**config.mk**
```make
export PLATFORM = sky130hd
export DESIGN_NAME = mpnc_queue
export DESIGN_NICKNAME = d
export VERILOG_FILES = /design/src/hdl/mpnc_queue.sv
export SDC_FILE = /design/constraint.sdc
export NUM_CORES = 1
export LEC_CHECK = 0
export BUFFER_PORTS_ARGS = -buffer_cell sky130_fd_sc_hd__buf_2
export CAP_MARGIN = 25
export CORE_AREA = 2 2 42 44
export DETAILED_ROUTE_END_ITERATION = 16
export DIE_AREA = 0 0 44 46
export PLACE_DENSITY_LB_ADDON = 0.05
export SLEW_MARGIN = 20
export SYNTH_ARGS = -nofsm -noshare
export SYNTH_HDL_FRONTEND = slang
export SYNTH_SLANG_ARGS = --single-unit
```
**constraint.sdc**
```tcl
create_clock -name clk_i -period 2.45 [get_ports clk_i]
set_input_delay 0.49 -clock clk_i [delete_from_list [all_inputs] [get_ports clk_i]]
set_output_delay 0.49 -clock clk_i [all_outputs]
set_load 0.03 [all_outputs]
```
**src/hdl/mpnc_queue.sv**
```systemverilog
// Two-entry queue between the input stage and the filter engine.
`timescale 1ns / 1ps

module mpnc_queue #(
  parameter int WIDTH = 8
) (
  input  logic             clk_i,
  input  logic             rst_ni,
  input  logic             push_valid_i,
  output logic             push_ready_o,
  input  logic [WIDTH-1:0] push_data_i,
  output logic             pop_valid_o,
  input  logic             pop_ready_i,
  output logic [WIDTH-1:0] pop_data_o
);

  logic [WIDTH-1:0] slot_q [2];
  logic             wr_ptr_q;
  logic             rd_ptr_q;
  logic [1:0]       count_q;
  logic             push;
  logic             pop;

  assign push_ready_o = (count_q != 2'd2);
  assign pop_valid_o  = (count_q != 2'd0);
  assign push         = push_valid_i && push_ready_o;
  assign pop          = pop_valid_o && pop_ready_i;
  assign pop_data_o   = slot_q[rd_ptr_q];

  // Pointers and fill level.
  always_ff @(posedge clk_i or negedge rst_ni) begin
    if (!rst_ni) begin
      wr_ptr_q <= 1'b0;
      rd_ptr_q <= 1'b0;
      count_q  <= 2'd0;
    end else begin
      if (push) begin
        wr_ptr_q <= !wr_ptr_q;
      end
      if (pop) begin
        rd_ptr_q <= !rd_ptr_q;
      end
      if (push && !pop) begin
        count_q <= count_q + 2'd1;
      end else if (pop && !push) begin
        count_q <= count_q - 2'd1;
      end
    end
  end

  // Storage.
  always_ff @(posedge clk_i) begin
    if (push) begin
      slot_q[wr_ptr_q] <= push_data_i;
    end
  end

endmodule

```
; ---- Word level (Yosys, flattened, before mapping)
; Memory sizes are Yosys's and may differ from the RTL's.
; Index checks and enable logic that the tools add are counted.
; W data, S select, Z words.
[totals]
ff_bits = 4
output_inout_bits = 10
wordCells = 21
mem_count = 1
in_bits = 12
ramBits = 16
[mem_list]
columns = memory, words, word_bits, rd, rd_ports_with_merged_regs, write_ports, line
row1 = slot_q, 2, 8, 1, 0, 1, 17  ; logic [WIDTH-1:0] slot_q [2];
[op_classes]
reduce_logical = 10
muxes = 4
eq_ne = 1
add_sub_neg = 2
[op_table]
columns = operator, count
row1 = $logic_and A1 B1 Y1, 4
row2 = $logic_not A1 Y1, 4
row3 = $mux W2, 2
row4 = $reduce_bool A2 Y1, 2
row5 = $add A2 B1 Y2 const B, 1
row6 = $mux W1, 2
row7 = $ne A2 B2 Y1 const B, 1
row8 = $sub A2 B1 Y2 const B, 1

; ---- Longest topological paths before layout
[logic_depth]
depth_word = 6
ltp_mapped = 7
mapped_depth_nobuf = 7

; ---- Worst setup path before layout
; No wires, ideal clock.
[synth_timing]
path_type = reg-to-reg
startpoint = register count_q[0]
endpoint = memory slot_q[0][0] (enable)
period_less_slack_ns = 1.444
path_slack_ns = 1.006
t_required_ns = 2.080
setup_time_ns = 0.370
path_stages_with_launch = 4
arrival_ns = 1.074
path_cell_list = dfrtp_1 > nand2b_4 > nand2_1 > nor2_1
[synth_via]
elab_chain_cells = 4
[synth_rtl]
columns = item, line
row1 = start: declaration, 20  ; logic [1:0] count_q;
row2 = start signal: assignment, 44  ; count_q <= count_q + 2'd1;
row3 = start signal: assignment, 46  ; count_q <= count_q - 2'd1;
row4 = $ne A2 B2 Y1, 24  ; assign push_ready_o = (count_q != 2'd2);
row5 = named net push_ready_o, 10  ; output logic push_ready_o,
row6 = $logic_and A1 B1 Y1, 26  ; assign push = push_valid_i && push_ready_o;
row7 = $mux W1, 53  ; if (push) begin
row8 = $mux W1 (implied by the code), 54  ; slot_q[wr_ptr_q] <= push_data_i;
row9 = end: declaration, 17
; The timed path passes the listed nets, and every way through them passes these cells.

; ---- Final worst setup path
[layout_timing]
startpoint = register rd_ptr_q
endpoint = output port pop_data_o[7]
[layout_via]
elab_chain_cells = 1
[layout_rtl]
columns = item, line
row1 = start: declaration, 19  ; logic rd_ptr_q;
row2 = start signal: assignment, 41  ; rd_ptr_q <= !rd_ptr_q;
row3 = $mem_v2 Z2 W8, -
row4 = end: declaration, 14  ; output logic [WIDTH-1:0] pop_data_o
; Every way passes these cells.

==> metrics list <==
- Number of pins exceeding their max-slew limit in the final report: 0
- Initial standard-cell utilization of the core: 48.8%
- Routability-driven placement finished with a final weighted congestion of 0.684.
- Portion of the post-synthesis area used by sequential elements: 73.8%
- In this run the cell area of the synthesized design comes to 787 µm².
* Number of global-route vias before repair: 413
- Number of distinct library cell variants in the gate-level netlist after synthesis: 14
- Number of nets in the finished design: 82
- Initial antenna violation count: 0
- The worst setup path is launched from a flip-flop.
* Register clock-pin slew on the reported worst setup and hold paths: 0.10 ns
- Global-route wire length before repair: 1790 µm
- Synthesis produced a netlist with a net count of 56.
- Summed over all layers, the global routing overflow is 0.
- The largest individual stage delay along the critical path comes from the cell dfrtp_1.
- After detailed routing, the average wire length per cell comes to 12.8 µm.
* Remaining DRCs: 0
- CTS built an H-tree with a depth of 1.
- DR vias: 416
- In the final layout, the share of cells above drive strength 1 is 52.9%.
- Summed over all nets, the switching power comes to 444 µW.
- P&R area growth vs syn: 21.3%
- Maximum number of pins on one net before global-route repair: 12
* Average vias per placed instance: 4.89
- Fraction of synthesized cell area taken by the top area cell type: 61.0%
- In this run the worst hold path is classified as primary input to flip-flop.
* GRT Resource Usage Total: 12.7%
- Critical path, cell by cell: mux2_2 > buf_2
- # diodes: 0
* Worst-Skew Late Latency: 0.28 ns
- Ranked by total cell area, the synthesized netlist is headed by edfxtp_1 61%, dfrtp_1 13%, mux2_2 11%.
- Headroom to the max-slew limit came out at 54.5%.
- Buffers placed on the I/O ports in this run total 21.
- Clock tree buffer depth: 2
- Part of the total power dissipated in the clock network: 15.0%
* Post-Route WL: 1090 µm
- The first TritonRoute pass finished after 4 iterations.
* Least-Margin Pin Slew: 0.679 ns
- Outcome: finished, final reports clean
- Synthesized area divided by synthesized cell count: 18.3 µm²
- Comb pwr share: 40.0%
- Number of top-level pins: 22
- Counting flops and latches in the post-synthesis netlist gives 20.
- Clock skew after layout: 0.000742 ns
* Antenna Violating Nets Remaining: 0
* Int Power: 767 µW
- Once detailed placement completed, the half-perimeter wirelength came to 797 µm.
- At the worst endpoint, the required time is 1.96 ns.
- Final TNS setup: 0 ns
- Peak clock frequency supported by timing: 522 MHz
- The clock period could shrink to 1.92 ns.
- In the finished design, the share of the clock period the worst path needs comes to 78.2%.
- The die covers 2020 µm².
- Max-capacitance violation count: 0
- Share of the core filled with cells: 59.1%
* Floorplan die height: 46 µm
* Fraction of power consumed by sequential logic: 45.0%
- In this design, the stage delay of the slowest critical-path cell is 0.58 ns.
- STA classifies the critical path endpoint as a primary output.
- Post-synth top area cell: edfxtp_1
* Die width: 44 µm
* CTS tree: done
* Floorplan row count: 15
- Number of clock sinks: 20
* Arrival @ worst endpoint: 1.43 ns
* Path type of the worst setup path: flip-flop to primary output
- Synth warn: 0
* Post-CTS Resized: 0
* Leakage power: 0.394 nW
- Largest voltage drop on the vdd net: 0.712 mV
- After clock tree synthesis, the setup repair step added 0 buffers.
- The root buffer cell chosen for the clock tree is clkbuf_4.
* Unrepaired setup endpoints after global routing: no
* Worst setup slack after placement: 0.841 ns
- Fraction of power spent switching nets: 36.7%
- Across all setup checks in the final design, the least slack found is 0.534 ns.
- Buffers inserted during clock tree synthesis total 3.
* Critical path peak fanout: 9
- The first routing iteration left 2 violations.
- Area inside the core boundary: 1610 µm²
- Setup Viol. Count Final: 0
- For this design the ratio of total power to cell area is 1270 nW/µm².
- Synthesis handed over a netlist of 43 instances.
- The final number of hold-violating endpoints was 0.
## routing by layer
metal	share of wire, %	GRT usage (%)	vias to the layer above
met5	0	0	-
li1	-	-	205
met2	54	23.2	12
met1	41	15.2	199
met4	0	1.82	0
met3	5.0	3.57	0
## final timing paths
kind | start | end | slack [ns] | cells past startpoint
max in group asynchronous | rst_ni | count_q[0] | 1.77 | 2
worst min-delay path | push_data_i[6] | slot_q[0][6] | 0.38 | 1
min in group asynchronous | rst_ni | count_q[1] | 0.55 | 2
worst max register to register | count_q[0] | slot_q[0][0] | 0.87 | 3
worst min register to register | wr_ptr_q | wr_ptr_q | 0.49 | 1
worst max-delay path | rd_ptr_q | pop_data_o[7] | 0.53 | 2
## flip-flops by register name, summed over array words and instances (netlist names)
name      flops
count_q       2
wr_ptr_q      1
slot_q       16
rd_ptr_q      1
## worst max-delay path, delay by kind of cell (launching register included)
family,cells,cell delay [ns]
buf+inv,1,0.18
flops,1,0.58
mux,1,0.39
## cell usage in the layout (no fill, tap or decap)
cell and instances:
buf_2 21, edfxtp_1 16, mux2_2 8, dfrtp_1 4, xnor2_1 3, clkbuf_4 3, nor2_1 2, xor2_1 2
nand2b_4 1, nand2_1 1, inv_1 1, or2_4 1, nand2_4 1, and3_1 1, ha_1 1, clkbuf_8 1
dlygate4sd3_1 1
## power by group through the flow
stage / Clock [mW] / Combinational, mW / Sequential, mW
2_1_floorplan: 0 / 0.414 / 0.517
3_3_place_gp: 0 / 0.490 / 0.553
3_5_place_dp: 0 / 0.492 / 0.554
4_1_cts: 0.188 / 0.494 / 0.548
5_1_grt: 0.199 / 0.534 / 0.559
6_report: 0.182 / 0.484 / 0.545
## repair_timing
item / 4_1_cts / 5_1_grt
setup endpoints to repair: 0 / 0
hold buffers: 1 / 0
hold endpoints to repair: 4 / 0
## logic make-up (layout without fill, tap and decap cells)
| logic type | Yosys count | count (layout) | share of synthesized area, % |
|---|---|---|---|
| simple gates | 7 | 7 | 6.52 |
| flops | 20 | 20 | 73.8 |
| fa+ha+maj | 1 | 1 | 1.59 |
| mux | 8 | 8 | 11.4 |
| buf+inv | 2 | 27 | 1.11 |
| xor+xnor | 5 | 5 | 5.57 |
## layout make-up
class | count | area [µm²]
Tap cell | 17 | 21.3
Timing Repair Buffer | 22 | 115
Fill cell | 130 | 659
Clock buffer | 4 | 36.3
Inverter | 1 | 3.75
Sequential cell | 20 | 581
Multi-Input combinational cell | 21 | 198
## synthesized netlist by cell type, drive strengths merged
cell,instances
nand2,2
buf,1
inv,1
or2,1
nor2,2
xor2,2
xnor2,3
dfrtp,4
nand2b,1
ha,1
mux2,8
edfxtp,16
and3,1
## metrics by stage
| stage | hold WS [ns] | power, mW | cell area (µm²) | std cells |
|---|---|---|---|---|
| final | 0.383 | 1.21 | 955 | 85 |
| after global routing | 0.368 | 1.29 | 955 | 85 |
| after CTS | 0.373 | 1.23 | 955 | 85 |
| after detailed placement | 0.305 | 1.05 | 908 | 80 |
| after global placement | 0.304 | 1.04 | 908 | 80 |
| after floorplan | 0.194 | 0.932 | 787 | 43 |
No activity file was read; power rests on OpenSTA's default activity.
