### src/hdl/mpnc_pkg.sv
// Shared constants, coefficient table and helper types for the notch cascade.
`timescale 1ns / 1ps

package mpnc_pkg;

  // Field and storage widths fixed by the data format.
  localparam int CHAN_BITS    = 6;
  localparam int DELAY_BITS   = 48;
  localparam int SEC_COUNT    = 3;
  localparam int WORDS_PER_CH = 2 * SEC_COUNT;
  localparam int COEF_BITS    = 32;
  localparam int TERM_BITS    = 50;
  localparam int ACC_BITS     = 52;

  // Signed Q2.30 coefficients of one biquad notch section.
  typedef struct packed {
    logic signed [COEF_BITS-1:0] gain;
    logic signed [COEF_BITS-1:0] b1;
    logic signed [COEF_BITS-1:0] a1;
    logic signed [COEF_BITS-1:0] a2;
  } notch_coef_t;

  // Two 50 Hz notches with different pole radii, then a 100 Hz notch.
  function automatic notch_coef_t notch_coef(input logic [1:0] sec);
    notch_coef_t c;
    case (sec)
      2'd1: begin
        c.gain = 32'sd1064243063;
        c.b1   = -32'sd2042539587;
        c.a1   = -32'sd2030724990;
        c.a2   = 32'sd1055341604;
      end
      2'd2: begin
        c.gain = 32'sd1060415548;
        c.b1   = -32'sd1737487951;
        c.a1   = -32'sd1715923881;
        c.a2   = 32'sd1047089271;
      end
      default: begin
        c.gain = 32'sd1064243063;
        c.b1   = -32'sd2042539587;
        c.a1   = -32'sd2018058849;
        c.a2   = 32'sd1054315337;
      end
    endcase
    return c;
  endfunction

endpackage

### src/hdl/mpnc_front.sv
// Input stage: takes samples, maps the channel to its history row and base address.
`timescale 1ns / 1ps

module mpnc_front #(
  parameter int CHANNELS    = 64,
  parameter int SAMPLE_BITS = 24
) (
  input  logic                                clk_i,
  input  logic                                rst_ni,
  input  logic                                in_valid_i,
  output logic                                in_ready_o,
  input  logic [mpnc_pkg::CHAN_BITS-1:0]      in_channel_i,
  input  logic [SAMPLE_BITS-1:0]              in_sample_i,
  output logic                                item_valid_o,
  input  logic                                item_ready_i,
  output logic [mpnc_pkg::CHAN_BITS + ((CHANNELS > 1) ? $clog2(CHANNELS) : 1)
                + $clog2(CHANNELS * mpnc_pkg::WORDS_PER_CH) + SAMPLE_BITS - 1:0] item_o
);

  localparam int CW    = (CHANNELS > 1) ? $clog2(CHANNELS) : 1;
  localparam int AW    = $clog2(CHANNELS * mpnc_pkg::WORDS_PER_CH);
  localparam int NCH   = 1 << mpnc_pkg::CHAN_BITS;

  logic                           valid_q;
  logic [mpnc_pkg::CHAN_BITS-1:0] channel_q;
  logic [CW-1:0]                  index_q;
  logic [AW-1:0]                  base_q;
  logic [SAMPLE_BITS-1:0]         sample_q;
  logic [CW-1:0]                  idx_tab [NCH];
  logic [CW-1:0]                  index_d;

  // Channel number folded onto the number of histories kept.
  for (genvar g = 0; g < NCH; g++) begin : g_idx
    assign idx_tab[g] = CW'(g % CHANNELS);
  end

  assign index_d    = idx_tab[in_channel_i];
  assign in_ready_o = !valid_q || item_ready_i;

  // Holding register; it refills in the cycle it hands its transaction on.
  always_ff @(posedge clk_i or negedge rst_ni) begin
    if (!rst_ni) begin
      valid_q <= 1'b0;
    end else if (in_ready_o) begin
      valid_q <= in_valid_i;
    end
  end

  always_ff @(posedge clk_i) begin
    if (in_ready_o && in_valid_i) begin
      channel_q <= in_channel_i;
      index_q   <= index_d;
      base_q    <= AW'(AW'(index_d) * AW'(mpnc_pkg::WORDS_PER_CH));
      sample_q  <= in_sample_i;
    end
  end

  assign item_valid_o = valid_q;
  assign item_o       = {sample_q, base_q, index_q, channel_q};

endmodule

### config.mk
export PLATFORM = sky130hd
export DESIGN_NAME = mpnc_front
export DESIGN_NICKNAME = d
export VERILOG_FILES = /design/src/hdl/mpnc_pkg.sv /design/src/hdl/mpnc_front.sv
export SDC_FILE = /design/constraint.sdc
export NUM_CORES = 1
export LEC_CHECK = 0
export ABC_AREA = 1
export BUFFER_PORTS_ARGS = -buffer_cell sky130_fd_sc_hd__clkbuf_2
export CAP_MARGIN = 20
export CORE_AREA = 2 2 60 62
export CTS_CLUSTER_DIAMETER = 40
export DETAILED_ROUTE_END_ITERATION = 8
export DIE_AREA = 0 0 62 64
export GPL_TIMING_DRIVEN = 0
export PLACE_DENSITY_LB_ADDON = 0.08
export REMOVE_ABC_BUFFERS = 1
export SLEW_MARGIN = 20
export SYNTH_ARGS = -nofsm -noshare
export SYNTH_HDL_FRONTEND = slang
export SYNTH_SLANG_ARGS = --single-unit
### constraint.sdc
create_clock -name clk_i -period 6.95 [get_ports clk_i]
set_input_delay 1.7375 -clock clk_i [delete_from_list [all_inputs] [get_ports clk_i]]
set_output_delay 1.7375 -clock clk_i [all_outputs]
set_load 0.05 [all_outputs]
Word-level counts from Yosys, hierarchy flattened
Memory sizes are Yosys's and may differ from the RTL's. Cells that the tools add are included.

Muxes and demuxes: 2. Multipliers: 1. Bitwise logic cells: 1. Reduce and logical (&&, ||, !) cells: 3. $lt $le $gt $ge: 1.

Operator list (number): $mux W6 (2); $mul A6 B2 Y8 const B (1); $ge A7 B7 Y1 const B (1); $not A6 Y7 (1); $logic_and A1 B1 Y1 (1); $logic_not A1 Y1 (1); $logic_or A1 B1 Y1 (1).

Output and inout bits: 47. Bits in read-only memories: 384. Memories kept: 1. Flip-flop bits (word level): 45. Word-level logic and storage cells: 14.

Memories: (no name shown) (depth 64, bits a word 6, rd ports 1, clocked after Yosys merged registers in 0, wr ports 0, RTL line mpnc_front.sv:37) `assign index_d = idx_tab[in_channel_i];`.

Logic depth before layout (Yosys ltp)
Gate-level depths: netlist (run 1).

Word-level depth: 5. Depth in mapped cells: 7. Mapped depth without buffers: 7.

Worst setup path before layout (run 1)
OpenSTA, ideal clock, no wires.

Kind: input-to-reg. Start: input port in_valid_i. End: register base_q[2], enable pin. Arrival time: 3597 ps. Cell stages on the path: 2. Path slack: 2910 ps. Setup time: 443 ps. Cells stage by stage: inv_1 a21oi_1.

Word-level cells in the longest chain between the ends: 1.

RTL lines: from (decl) (RTL line mpnc_front.sv:10) `input logic in_valid_i,`; $logic_and A1 B1 Y1 (RTL line mpnc_front.sv:50) `if (in_ready_o && in_valid_i) begin`; to (signal assigned) (RTL line mpnc_front.sv:53) `base_q <= AW'(AW'(index_d) * AW'(mpnc_pkg::WORDS_PER_CH));`; to (decl) (RTL line mpnc_front.sv:27) `logic [AW-1:0] base_q;`.

No other way between the ends. A chain may end at the register's enable or synchronous reset.

Worst setup path in the final report (run 1)
Start: input port item_ready_i. End: output port in_ready_o.

Word-level cells in the longest chain between the ends: 1.

RTL lines: from (decl) (RTL line mpnc_front.sv:15) `input logic item_ready_i,`; $logic_or A1 B1 Y1 (RTL line mpnc_front.sv:38) `assign in_ready_o = !valid_q || item_ready_i;`; to (decl) (RTL line mpnc_front.sv:11) `output logic in_ready_o,`.

No other way between the ends.

==> metrics.md, run 1 <==
| Metric | Value |
|---|---|
| Core Box Area | `0.00328 mm^2` |
| Period utilization | `0.570` |
| Min Tclk post-route | `3.96 ns` |
| Synthesized area | `0.00148 mm^2` |
| Critical path startpoint category | `input pin` |
| Post-Route WL | `2.43 mm` |
| Initial antenna violation count | `0` |
| Antenna Cells | `0` |
| Iteration-0 DRC Markers | `28` |
| Largest net degree at the start of global routing | `24` |
| Worst Tran Pin Value | `0.534 ns` |
| Worst-path clk slew | `0.10 ns` |
| Commonest non-fill, non-tap cell in the layout | `clkbuf_2` |
| Yosys warns | `0` |
| Unrepaired setup endpoints after global routing | `false` |
| Net count, final | `210` |
| Total congestion overflow | `0` |
| Drt pass-1 iters | `2` |
| Leakage | `0.923 nW` |
| Worst slew margin | `0.643` |
| Fmax | `0.253 GHz` |
| Sequential power share | `0.567` |
| H-tree depth | `2` |
| Row count | `21` |
| Post-route DRC | `0` |
| # fillers | `291` |
| DR WL/cell | `11.4 um` |
| CP Class | `input pin to primary output` |
| Vias/cell | `4.29` |
| P per Cell Area | `247 mW/mm^2` |
| Post-Route Skew | `0.00258 ns` |
| Final cell count without fillers | `214` |
| Seq/Total Area, Yosys | `0.770` |
| Post-Syn Area per Cell | `16.6 um^2` |
| Post-route cell area | `0.00195 mm^2` |
| Req. time, crit path | `5.21 ns` |
| Worst skew pair latency | `0.33 ns` |
| Critical path fanouts, max | `2` |
| Synthesis-to-layout area growth | `32.5%` |
| First-pass GRT wire length | `3.48 mm` |
| Fin. max-slew vios | `0` |
| Hpwl dp | `2.03 mm` |
| Worst-case clock buffer depth | `2` |
| CTS tree | `built` |
| Combinational power share | `0.226` |
| Reg area | `0.00114 mm^2` |
| Sw Share | `0.311` |
| Clock Power Share | `0.207` |
| Int Pwr | `0.332 mW` |
| Gp weighted congestion | `0.679` |
| Post-synth cell types | `19` |
| Share of cells above drive strength 1 | `0.548` |
| VDD IR max | `0.109 mV` |
| Vias in the first global route | `797` |
| Setup crit end kind | `primary output` |
| Post-cts resize count | `0` |
| Effective utilization at floorplan | `0.449` |
| Die area | `0.00397 mm^2` |
| Hold WC Path Type | `register to register` |
| Placed Instances | `207` |
| Root Driver | `clkbuf_4` |
| Mapped Cells | `89` |
| Setup violators final | `0` |
| Total CTS buffers | `5` |
| GRT Util Overall | `0.130` |
| #FFs+latches synth | `38` |
| Ports | `81` |
| Area of the multi-input gates | `245 um^2` |
| Most frequent cells in the layout | `clkbuf_2 (79), edfxtp_1 (37), inv_1 (11)` |
| Count of final hold-check violations | `0` |
| CP Data Arrival Time | `2.22 ns` |
| Vias | `919` |
| Hold Buf Count CTS | `0` |
| Post-CTS Setup Inserts | `0` |
| Layout Utilization | `0.595` |
| Max-capacitance violation count | `0` |
| Psw | `0.150 mW` |
| Chip Height | `64 um` |
| Setup TNS | `0 ns` |
| Port bufs | `79` |
| Worst hold slack | `0.596 ns` |
| Clock sinks | `38` |
| Dpl cell area | `0.00191 mm^2` |
| ANT nets after route | `0` |
| Die X | `62 um` |
| Status | `finished, final reports clean` |
## logic make-up (layout without fill, tap and decap cells)
| group | Yosys count | count (layout) | synth area share |
|---|---|---|---|
| AO/OA/AOI/OAI | 4 | 4 | 0.0178 |
| XOR/XNOR | 3 | 3 | 0.0178 |
| adder cells (fa/ha/maj) | 8 | 8 | 0.0729 |
| buffers and inverters | 20 | 99 | 0.0712 |
| flip-flops | 38 | 38 | 0.770 |
| other | 1 | 1 | 0.00254 |
| AND/OR/NAND/NOR | 15 | 15 | 0.0475 |
## layout make-up
type | count | share of cell area
flip-flops and latches | 38 | 0.581
repair buffers | 80 | 0.216
multi-input cells | 31 | 0.125
well taps | 46 | 0.0294
inverters | 12 | 0.0230
clock buffers | 5 | 0.0192
clock inverters | 2 | 0.00512
## worst max-delay path, stage by stage
cell and delay (ns):
clkbuf_2 0.08, inv_1 0.10, nand2_1 0.07, clkbuf_2 0.24
## power by group through the flow
| stage | logic (mW) | clock network (mW) | registers, mW |
|---|---|---|---|
| floorplan | 0.0216 | 0 | 0.335 |
| global placement | 0.105 | 0 | 0.279 |
| detailed placement | 0.110 | 0 | 0.279 |
| CTS | 0.110 | 0.106 | 0.274 |
| global route | 0.116 | 0.115 | 0.275 |
| finish | 0.109 | 0.0998 | 0.273 |
## registers in the layout, indices dropped and copies added, names as in the netlist
register	flops
channel_q	6
base_q	7
item_valid_o	1
sample_q	24
## metal layers
| metal | part of all wire | GRT usage |
|---|---|---|
| met1 | 0.28 | 0.0882 |
| met2 | 0.61 | 0.249 |
| met3 | 0.086 | 0.0628 |
| met4 | 0.026 | 0.0798 |
| met5 | 0 | 0 |
## stage by stage
step / setup slack [ns] / power, mW
detailed placement: 2.98 / 0.389
floorplan: 2.91 / 0.357
global placement: 2.29 / 0.385
CTS: 2.98 / 0.490
global route: 2.94 / 0.506
finish: 2.99 / 0.482
## synth_stat cells
cell	count	share of area
a21o_1	1	0.0051
a21oi_1	2	0.0068
a21oi_2	1	0.0059
buf_4	8	0.041
conb_1	1	0.0025
dfrtp_1	1	0.017
edfxtp_1	37	0.75
fa_1	1	0.014
ha_1	7	0.059
inv_1	11	0.028
inv_2	1	0.0025
nand2_1	10	0.025
nand3_1	1	0.0034
nand3_2	1	0.0068
nand3b_1	1	0.0051
nor2_1	1	0.0025
nor2_2	1	0.0042
xnor2_1	1	0.0059
xor2_1	2	0.012
## path summary, 6_finish.rpt
| check | start | to | slack [ns] | depth (start not counted) |
|---|---|---|---|---|
| max | item_ready_i | in_ready_o | 2.99 | 4 |
| min | item_valid_o | item_valid_o | 0.60 | 2 |
| max reg2reg | item_valid_o | sample_q[20] | 5.51 | 2 |
| min reg2reg | item_valid_o | item_valid_o | 0.60 | 2 |
| max in group asynchronous | rst_ni | item_valid_o | 5.71 | 1 |
| min in group asynchronous | rst_ni | item_valid_o | 1.16 | 1 |
Power figures use the tool's default switching activity.
==> inputs of run 2 (changes only) <==
--- a/config.mk
+++ b/config.mk
@@ -8,10 +8,10 @@
 export ABC_AREA = 1
 export BUFFER_PORTS_ARGS = -buffer_cell sky130_fd_sc_hd__clkbuf_2
 export CAP_MARGIN = 20
-export CORE_AREA = 2 2 60 62
+export CORE_AREA = 2 2 65 67
 export CTS_CLUSTER_DIAMETER = 40
 export DETAILED_ROUTE_END_ITERATION = 8
-export DIE_AREA = 0 0 62 64
+export DIE_AREA = 0 0 67 69
 export GPL_TIMING_DRIVEN = 0
 export PLACE_DENSITY_LB_ADDON = 0.08
 export REMOVE_ABC_BUFFERS = 1
==> constraint.sdc (replaced) <==
create_clock -name clk_i -period 3.5 [get_ports clk_i]
set_input_delay 0.875 -clock clk_i [delete_from_list [all_inputs] [get_ports clk_i]]
set_output_delay 0.875 -clock clk_i [all_outputs]
set_load 0.05 [all_outputs]
==> run 2 against run 1 <==
Clock skew increased by 0.0020 ns. Core utilization down 7.3 points. Via count decreased by 2.2%. Clock power grew to 4.2 times the previous value. Power grew 150%. Global-route usage decreased by 1.0 points. Sequential share of layout area fell by 2.6 points. Non-clock buffer count stayed put. Clock-buffer cell count did not move. Critical path depth stayed put. Die area is 17% higher. Critical endpoint unchanged. Largest cell class unchanged.
==> metrics.md, run 2 (same netlist as run 1, synthesis figures left out) <==
| Metric | Value |
|---|---|
| Gp weighted congestion | `0.692 (+1.8%)` |
| Largest net degree at the start of global routing | `25 (+4.2%)` |
| Req. time, crit path | `2.62 ns (-2.59 ns)` |
| Max FFs per register | `24 (unchanged)` |
| Hold WC Path Type | `input pin to asynchronous set/reset pin` |
| Unrepaired setup endpoints after global routing | `false` |
| Effective utilization at floorplan | `0.377 (-0.0722)` |
| DR WL/cell | `11.7 um (+3.3%)` |
| Die X | `67 um (+8.1%)` |
| Net count, final | `210 (unchanged)` |
| Post-CTS Setup Inserts | `0 (unchanged)` |
| Worst slew margin | `0.663 (+0.0196)` |
| Post-Route WL | `2.57 mm (+5.7%)` |
| VDD IR max | `0.193 mV (+78%)` |
| Met2 WL | `1.42 mm (-3.2%)` |
| Psw | `0.312 mW (+110%)` |
| Dpl cell area | `0.00191 mm^2 (+0.26%)` |
| Vias/cell | `4.11 (-4.4%)` |
| Setup TNS | `0 ns (unchanged)` |
| Most used cell, CP | `clkbuf_2` |
| Vias in the first global route | `912 (+14%)` |
| # fillers | `361 (+24%)` |
| Vias | `899 (-2.2%)` |
| Clock sinks | `38 (unchanged)` |
| Worst-case clock buffer depth | `2 (unchanged)` |
| Post-Route Skew | `0.00463 ns (+0.00205 ns)` |
| Worst-path cell chain | `clkbuf_2 > inv_1 > nand2_1 > clkbuf_2` |
| Status | `finished, final reports clean` |
| WL met1 | `845 um (+23%)` |
| ANT nets after route | `0 (unchanged)` |
| Synthesis-to-layout area growth | `38.6%` |
| GRT Util Overall | `0.120 (-0.0101)` |
| Port bufs | `79 (unchanged)` |
| Ports | `81 (unchanged)` |
| Hpwl dp | `2.11 mm (+3.5%)` |
| Combinational power share | `0.183 (-0.043)` |
| Post-cts resize count | `0 (unchanged)` |
| Initial antenna violation count | `0 (unchanged)` |
| Fmax | `0.443 GHz` |
| Worst skew pair latency | `0.28 ns (-0.05 ns)` |
| Share of cells above drive strength 1 | `0.544 (-0.00324)` |
| Worst hold slack | `0.353 ns (-0.243 ns)` |
| Critical path startpoint category | `input pin` |
| Iteration-0 DRC Markers | `20 (-29%)` |
| Worst Tran Pin Value | `0.504 ns (-0.0293 ns)` |
| Post-route cell area | `0.00204 mm^2 (+4.6%)` |
| H-tree depth | `2 (unchanged)` |
| Min Tclk post-route | `2.26 ns` |
| Max-capacitance violation count | `0 (unchanged)` |
| DP Worst Slack | `1.24 ns (-1.74 ns)` |
| Chip Height | `69 um (+7.8%)` |
| Largest regs | `sample_q (24), base_q (7), channel_q (6)` |
| First-pass GRT wire length | `4.15 mm (+19%)` |
| Total congestion overflow | `0 (unchanged)` |
| Setup WS post-layout | `1.24 ns (-1.75 ns)` |
| Fin. max-slew vios | `0 (unchanged)` |
| Top routing layer used | `met4` |
| CP Data Arrival Time | `1.38 ns (-0.84 ns)` |
| Commonest non-fill, non-tap cell in the layout | `clkbuf_2` |
| Core Box Area | `0.00391 mm^2 (+19%)` |
| CTS tree | `built` |
| Setup crit end kind | `primary output` |
| Total CTS buffers | `5 (unchanged)` |
| Antenna Cells | `0 (unchanged)` |
| P per Cell Area | `578 mW/mm^2 (+130%)` |
| Critical-path top delay cell | `clkbuf_2` |
| Hold Buf Count CTS | `0 (unchanged)` |
| Worst path max stage delay | `0.28 ns (+0.04 ns)` |
| Leakage | `0.958 nW (+3.8%)` |
| Layout Utilization | `0.522 (-0.0727)` |
| Worst-path clk slew | `0.07 ns (-0.03 ns)` |
| Row count | `23 (+9.5%)` |
| Largest Register | `sample_q` |
| Critical path fanouts, max | `2 (unchanged)` |
| Int Pwr | `0.869 mW (+160%)` |
| Post-route DRC | `0 (unchanged)` |
| Die area | `0.00462 mm^2 (+17%)` |
| CP Class | `input pin to primary output` |
| Drt pass-1 iters | `4 (+2)` |
| Sequential power share | `0.460 (-0.107)` |
| Sw Share | `0.264 (-0.0473)` |
| Clock Power Share | `0.357 (+0.150)` |
| Count of final hold-check violations | `0 (unchanged)` |
| Most frequent cells in the layout | `clkbuf_2 (79), edfxtp_1 (37), inv_1 (11)` |
| Root Driver | `clkbuf_8` |
| Setup violators final | `0 (unchanged)` |
| Met3 Wirelength | `269 um (+29%)` |
| Period utilization | `0.645` |
## run 2: area by class of cell
| cell class | count | area [um^2] | area share |
|---|---|---|---|
| flip-flops and latches | 38 | 1140 | 0.556 |
| repair buffers | 80 | 423 | 0.207 |
| multi-input cells | 31 | 245 | 0.120 |
| clock buffers | 5 | 68.8 | 0.0337 |
| clock inverters | 3 | 63.8 | 0.0312 |
| well taps | 50 | 62.6 | 0.0306 |
| inverters | 12 | 45.0 | 0.0220 |
## run 2: worst paths after layout
path	start	end	slack, ns	cells past startpoint
max	item_ready_i	in_ready_o	1.24	4
min	rst_ni	item_valid_o	0.35	1
max reg2reg	item_valid_o	base_q[7]	2.08	2
min reg2reg	item_valid_o	item_valid_o	0.60	2
max in group asynchronous	rst_ni	item_valid_o	3.06	1
min in group clk_i	item_valid_o	item_valid_o	0.60	2
## run 2: through the flow
stage          instances  total power, mW
2_1_floorplan         81            0.709
3_3_place_gp         210            0.765
3_5_place_dp         211            0.773
4_1_cts              219             1.20
5_1_grt              219             1.23
6_report             219             1.18
## run 2: layer usage
layer / up-vias / GRT usage
li1: 453 / -
met1: 404 / 0.109
met2: 40 / 0.220
met3: 2 / 0.0506
met4: 0 / 0.0544
met5: - / 0
## run 2: worst max-delay path: cells and delay by family
| family | cells | cell delay (ns) |
|---|---|---|
| buf+inv | 3 | 0.42 |
| simple gates | 1 | 0.09 |
## run 2: power groups by stage
stage / Clock, mW / Combinational [mW] / Sequential, mW
after global placement: 0 / 0.210 / 0.554
after detailed placement: 0 / 0.220 / 0.553
final: 0.422 / 0.217 / 0.543
after CTS: 0.437 / 0.220 / 0.543
after floorplan: 0 / 0.0430 / 0.666
after global routing: 0.458 / 0.231 / 0.546
==> inputs of run 3 (changes only) <==
==> constraint.sdc (replaced) <==
create_clock -name clk_i -period 1.8 [get_ports clk_i]
set_input_delay 0.45 -clock clk_i [delete_from_list [all_inputs] [get_ports clk_i]]
set_output_delay 0.45 -clock clk_i [all_outputs]
set_load 0.05 [all_outputs]
==> run 3 against run 2 <==
Cell count rose by 0.46%. Largest cell class unchanged. Power up 95%. Critical endpoint unchanged. Critical path depth shrank 2. Critical path type is now register to primary output. Global-route usage increased by 0.10 points. Wire length increased by 0.39%.
==> metrics.md, run 3 (same netlist as run 1, synthesis figures left out) <==
| Metric | Value |
|---|---|
| Most frequent cells in the layout | `clkbuf_2 (79), edfxtp_1 (37), inv_1 (11)` |
| Largest regs | `sample_q (24), base_q (7), channel_q (6)` |
| Synthesis-to-layout area growth | `39.3%` |
| Largest Register | `sample_q` |
| Post-Route WL | `2.58 mm (+0.39%)` |
| Gp weighted congestion | `0.692 (unchanged)` |
| Die area | `0.00462 mm^2 (unchanged)` |
| Ports | `81 (unchanged)` |
| Fmax | `0.646 GHz` |
| Worst Tran Pin Value | `0.504 ns (+0.00000358 ns)` |
| Total CTS buffers | `5 (unchanged)` |
| Largest net degree at the start of global routing | `25 (unchanged)` |
| DR WL/cell | `11.7 um (about the same)` |
| Req. time, crit path | `1.35 ns (-1.27 ns)` |
| Drt pass-1 iters | `4 (unchanged)` |
| Layout Utilization | `0.525 (+0.00256)` |
| Count of final hold-check violations | `0 (unchanged)` |
| Met2 usage in global routing | `0.221 (+0.00110)` |
| Clock sinks | `38 (unchanged)` |
| Top Usage Layer GRT | `met2` |
| Port bufs | `79 (unchanged)` |
| CP Class | `register to primary output` |
| Setup violators final | `0 (unchanged)` |
| Period utilization | `0.859` |
| Vias/cell | `4.11 (+0.21%)` |
| Worst-path clk slew | `0.07 ns (about the same)` |
| Area of the multi-input gates | `245 um^2 (unchanged)` |
| Reg area | `0.00114 mm^2 (unchanged)` |
| Post-cts resize count | `0 (unchanged)` |
| Status | `finished, final reports clean` |
| Leakage | `0.962 nW (+0.44%)` |
| Hpwl dp | `2.11 mm (unchanged)` |
| Root Driver | `clkbuf_8` |
| CTS tree | `built` |
| Grt met1 use | `0.111 (+0.00218)` |
| CP Data Arrival Time | `1.10 ns (-0.28 ns)` |
| Antenna Cells | `0 (unchanged)` |
| VDD IR max | `0.375 mV (+94%)` |
| Vias | `905 (+0.67%)` |
| DP Worst Slack | `0.00151 ns (-1.24 ns)` |
| Share of cells above drive strength 1 | `0.541 (-0.00320)` |
| Effective utilization at floorplan | `0.377 (unchanged)` |
| H-tree depth | `2 (unchanged)` |
| Hold WC Path Type | `input pin to register` |
| Worst-case clock buffer depth | `2 (unchanged)` |
| Worst skew pair latency | `0.28 ns (about the same)` |
| First-pass GRT wire length | `4.19 mm (+1.0%)` |
| Setup TNS | `0 ns (unchanged)` |
| Critical path fanouts, max | `3 (+1)` |
| Max-capacitance violation count | `0 (unchanged)` |
| Core Box Area | `0.00391 mm^2 (unchanged)` |
| P per Cell Area | `1120 mW/mm^2 (+94%)` |
| Fin. max-slew vios | `0 (unchanged)` |
| Die X | `67 um (unchanged)` |
| Net count, final | `211 (+0.48%)` |
| Setup crit end kind | `primary output` |
| GRT Util Overall | `0.121 (+0.00101)` |
| Min Tclk post-route | `1.55 ns` |
| ANT nets after route | `0 (unchanged)` |
| Critical path startpoint category | `register` |
| Met3 GRT Util | `0.0506 (unchanged)` |
| Max FFs per register | `24 (unchanged)` |
| # fillers | `360 (-0.28%)` |
| Commonest non-fill, non-tap cell in the layout | `clkbuf_2` |
| Post-Route Skew | `0.00466 ns (+0.0000326 ns)` |
| Total congestion overflow | `0 (unchanged)` |
| Row count | `23 (unchanged)` |
| Unrepaired setup endpoints after global routing | `false` |
| Setup WS post-layout | `0.253 ns (-0.990 ns)` |
| Worst slew margin | `0.663 (about the same)` |
| Vias in the first global route | `916 (+0.44%)` |
| Chip Height | `69 um (unchanged)` |
| Post-route DRC | `0 (unchanged)` |
| Iteration-0 DRC Markers | `19 (-5.0%)` |
| Initial antenna violation count | `0 (unchanged)` |
[run 3: cell types whose count changed in the layout (fill, tap and decap cells not counted), sizes merged]
| cell | previous run | this run |
|---|---|---|
| dlygate4sd3 | 0 | 1 |
[run 3: what timing repair did]
action,4_1_cts,5_1_grt
buffers inserted,0,0
endpoints found under the hold margin,1,0
hold buffers,1,0
[run 3: per-stage QoR]
step	instances	power (mW)	cell area, um^2	hold slack (ns)
floorplan	81	1.38	1420	0.154
global placement	210	1.49	1870	0.224
detailed placement	211	1.50	1910	0.226
CTS	220	2.34	2050	0.326
global route	220	2.40	2050	0.317
finish	220	2.30	2050	0.342
[run 3: power breakdown]
part / total, mW / internal (mW) / switching, mW
sequential: 1.06 / 1.04 / 0.0154
combinational: 0.423 / 0.103 / 0.320
clock: 0.820 / 0.548 / 0.272
total: 2.30 / 1.69 / 0.607
[run 3: worst max-delay path, stage by stage (launching register included)]
cell and delay (ns):
dfrtp_1 0.42, nand2_1 0.11, clkbuf_2 0.28
[run 3: worst paths after layout]
kind	start	end	slack, ns	cells past startpoint
max	item_valid_o	in_ready_o	0.25	2
min	in_sample_i[16]	sample_q[16]	0.34	1
max reg2reg	item_valid_o	base_q[7]	0.38	2
min reg2reg	item_valid_o	item_valid_o	0.60	2
max in group asynchronous	rst_ni	item_valid_o	1.25	2
min in group asynchronous	rst_ni	item_valid_o	0.47	2
[run 3: layout make-up]
cell class / instances / share of cell area
Clock buffer: 5 / 0.0335
Clock inverter: 3 / 0.0311
Timing Repair Buffer: 81 / 0.211
Tap cell: 50 / 0.0305
Multi-Input combinational cell: 31 / 0.119
Inverter: 12 / 0.0219
Sequential cell: 38 / 0.553
[run 3: per-layer routing]
metal | up-vias | part of all wire
li1 | 455 | -
met1 | 408 | 0.33
met2 | 40 | 0.55
met3 | 2 | 0.10
met4 | 0 | 0.010
met5 | - | 0
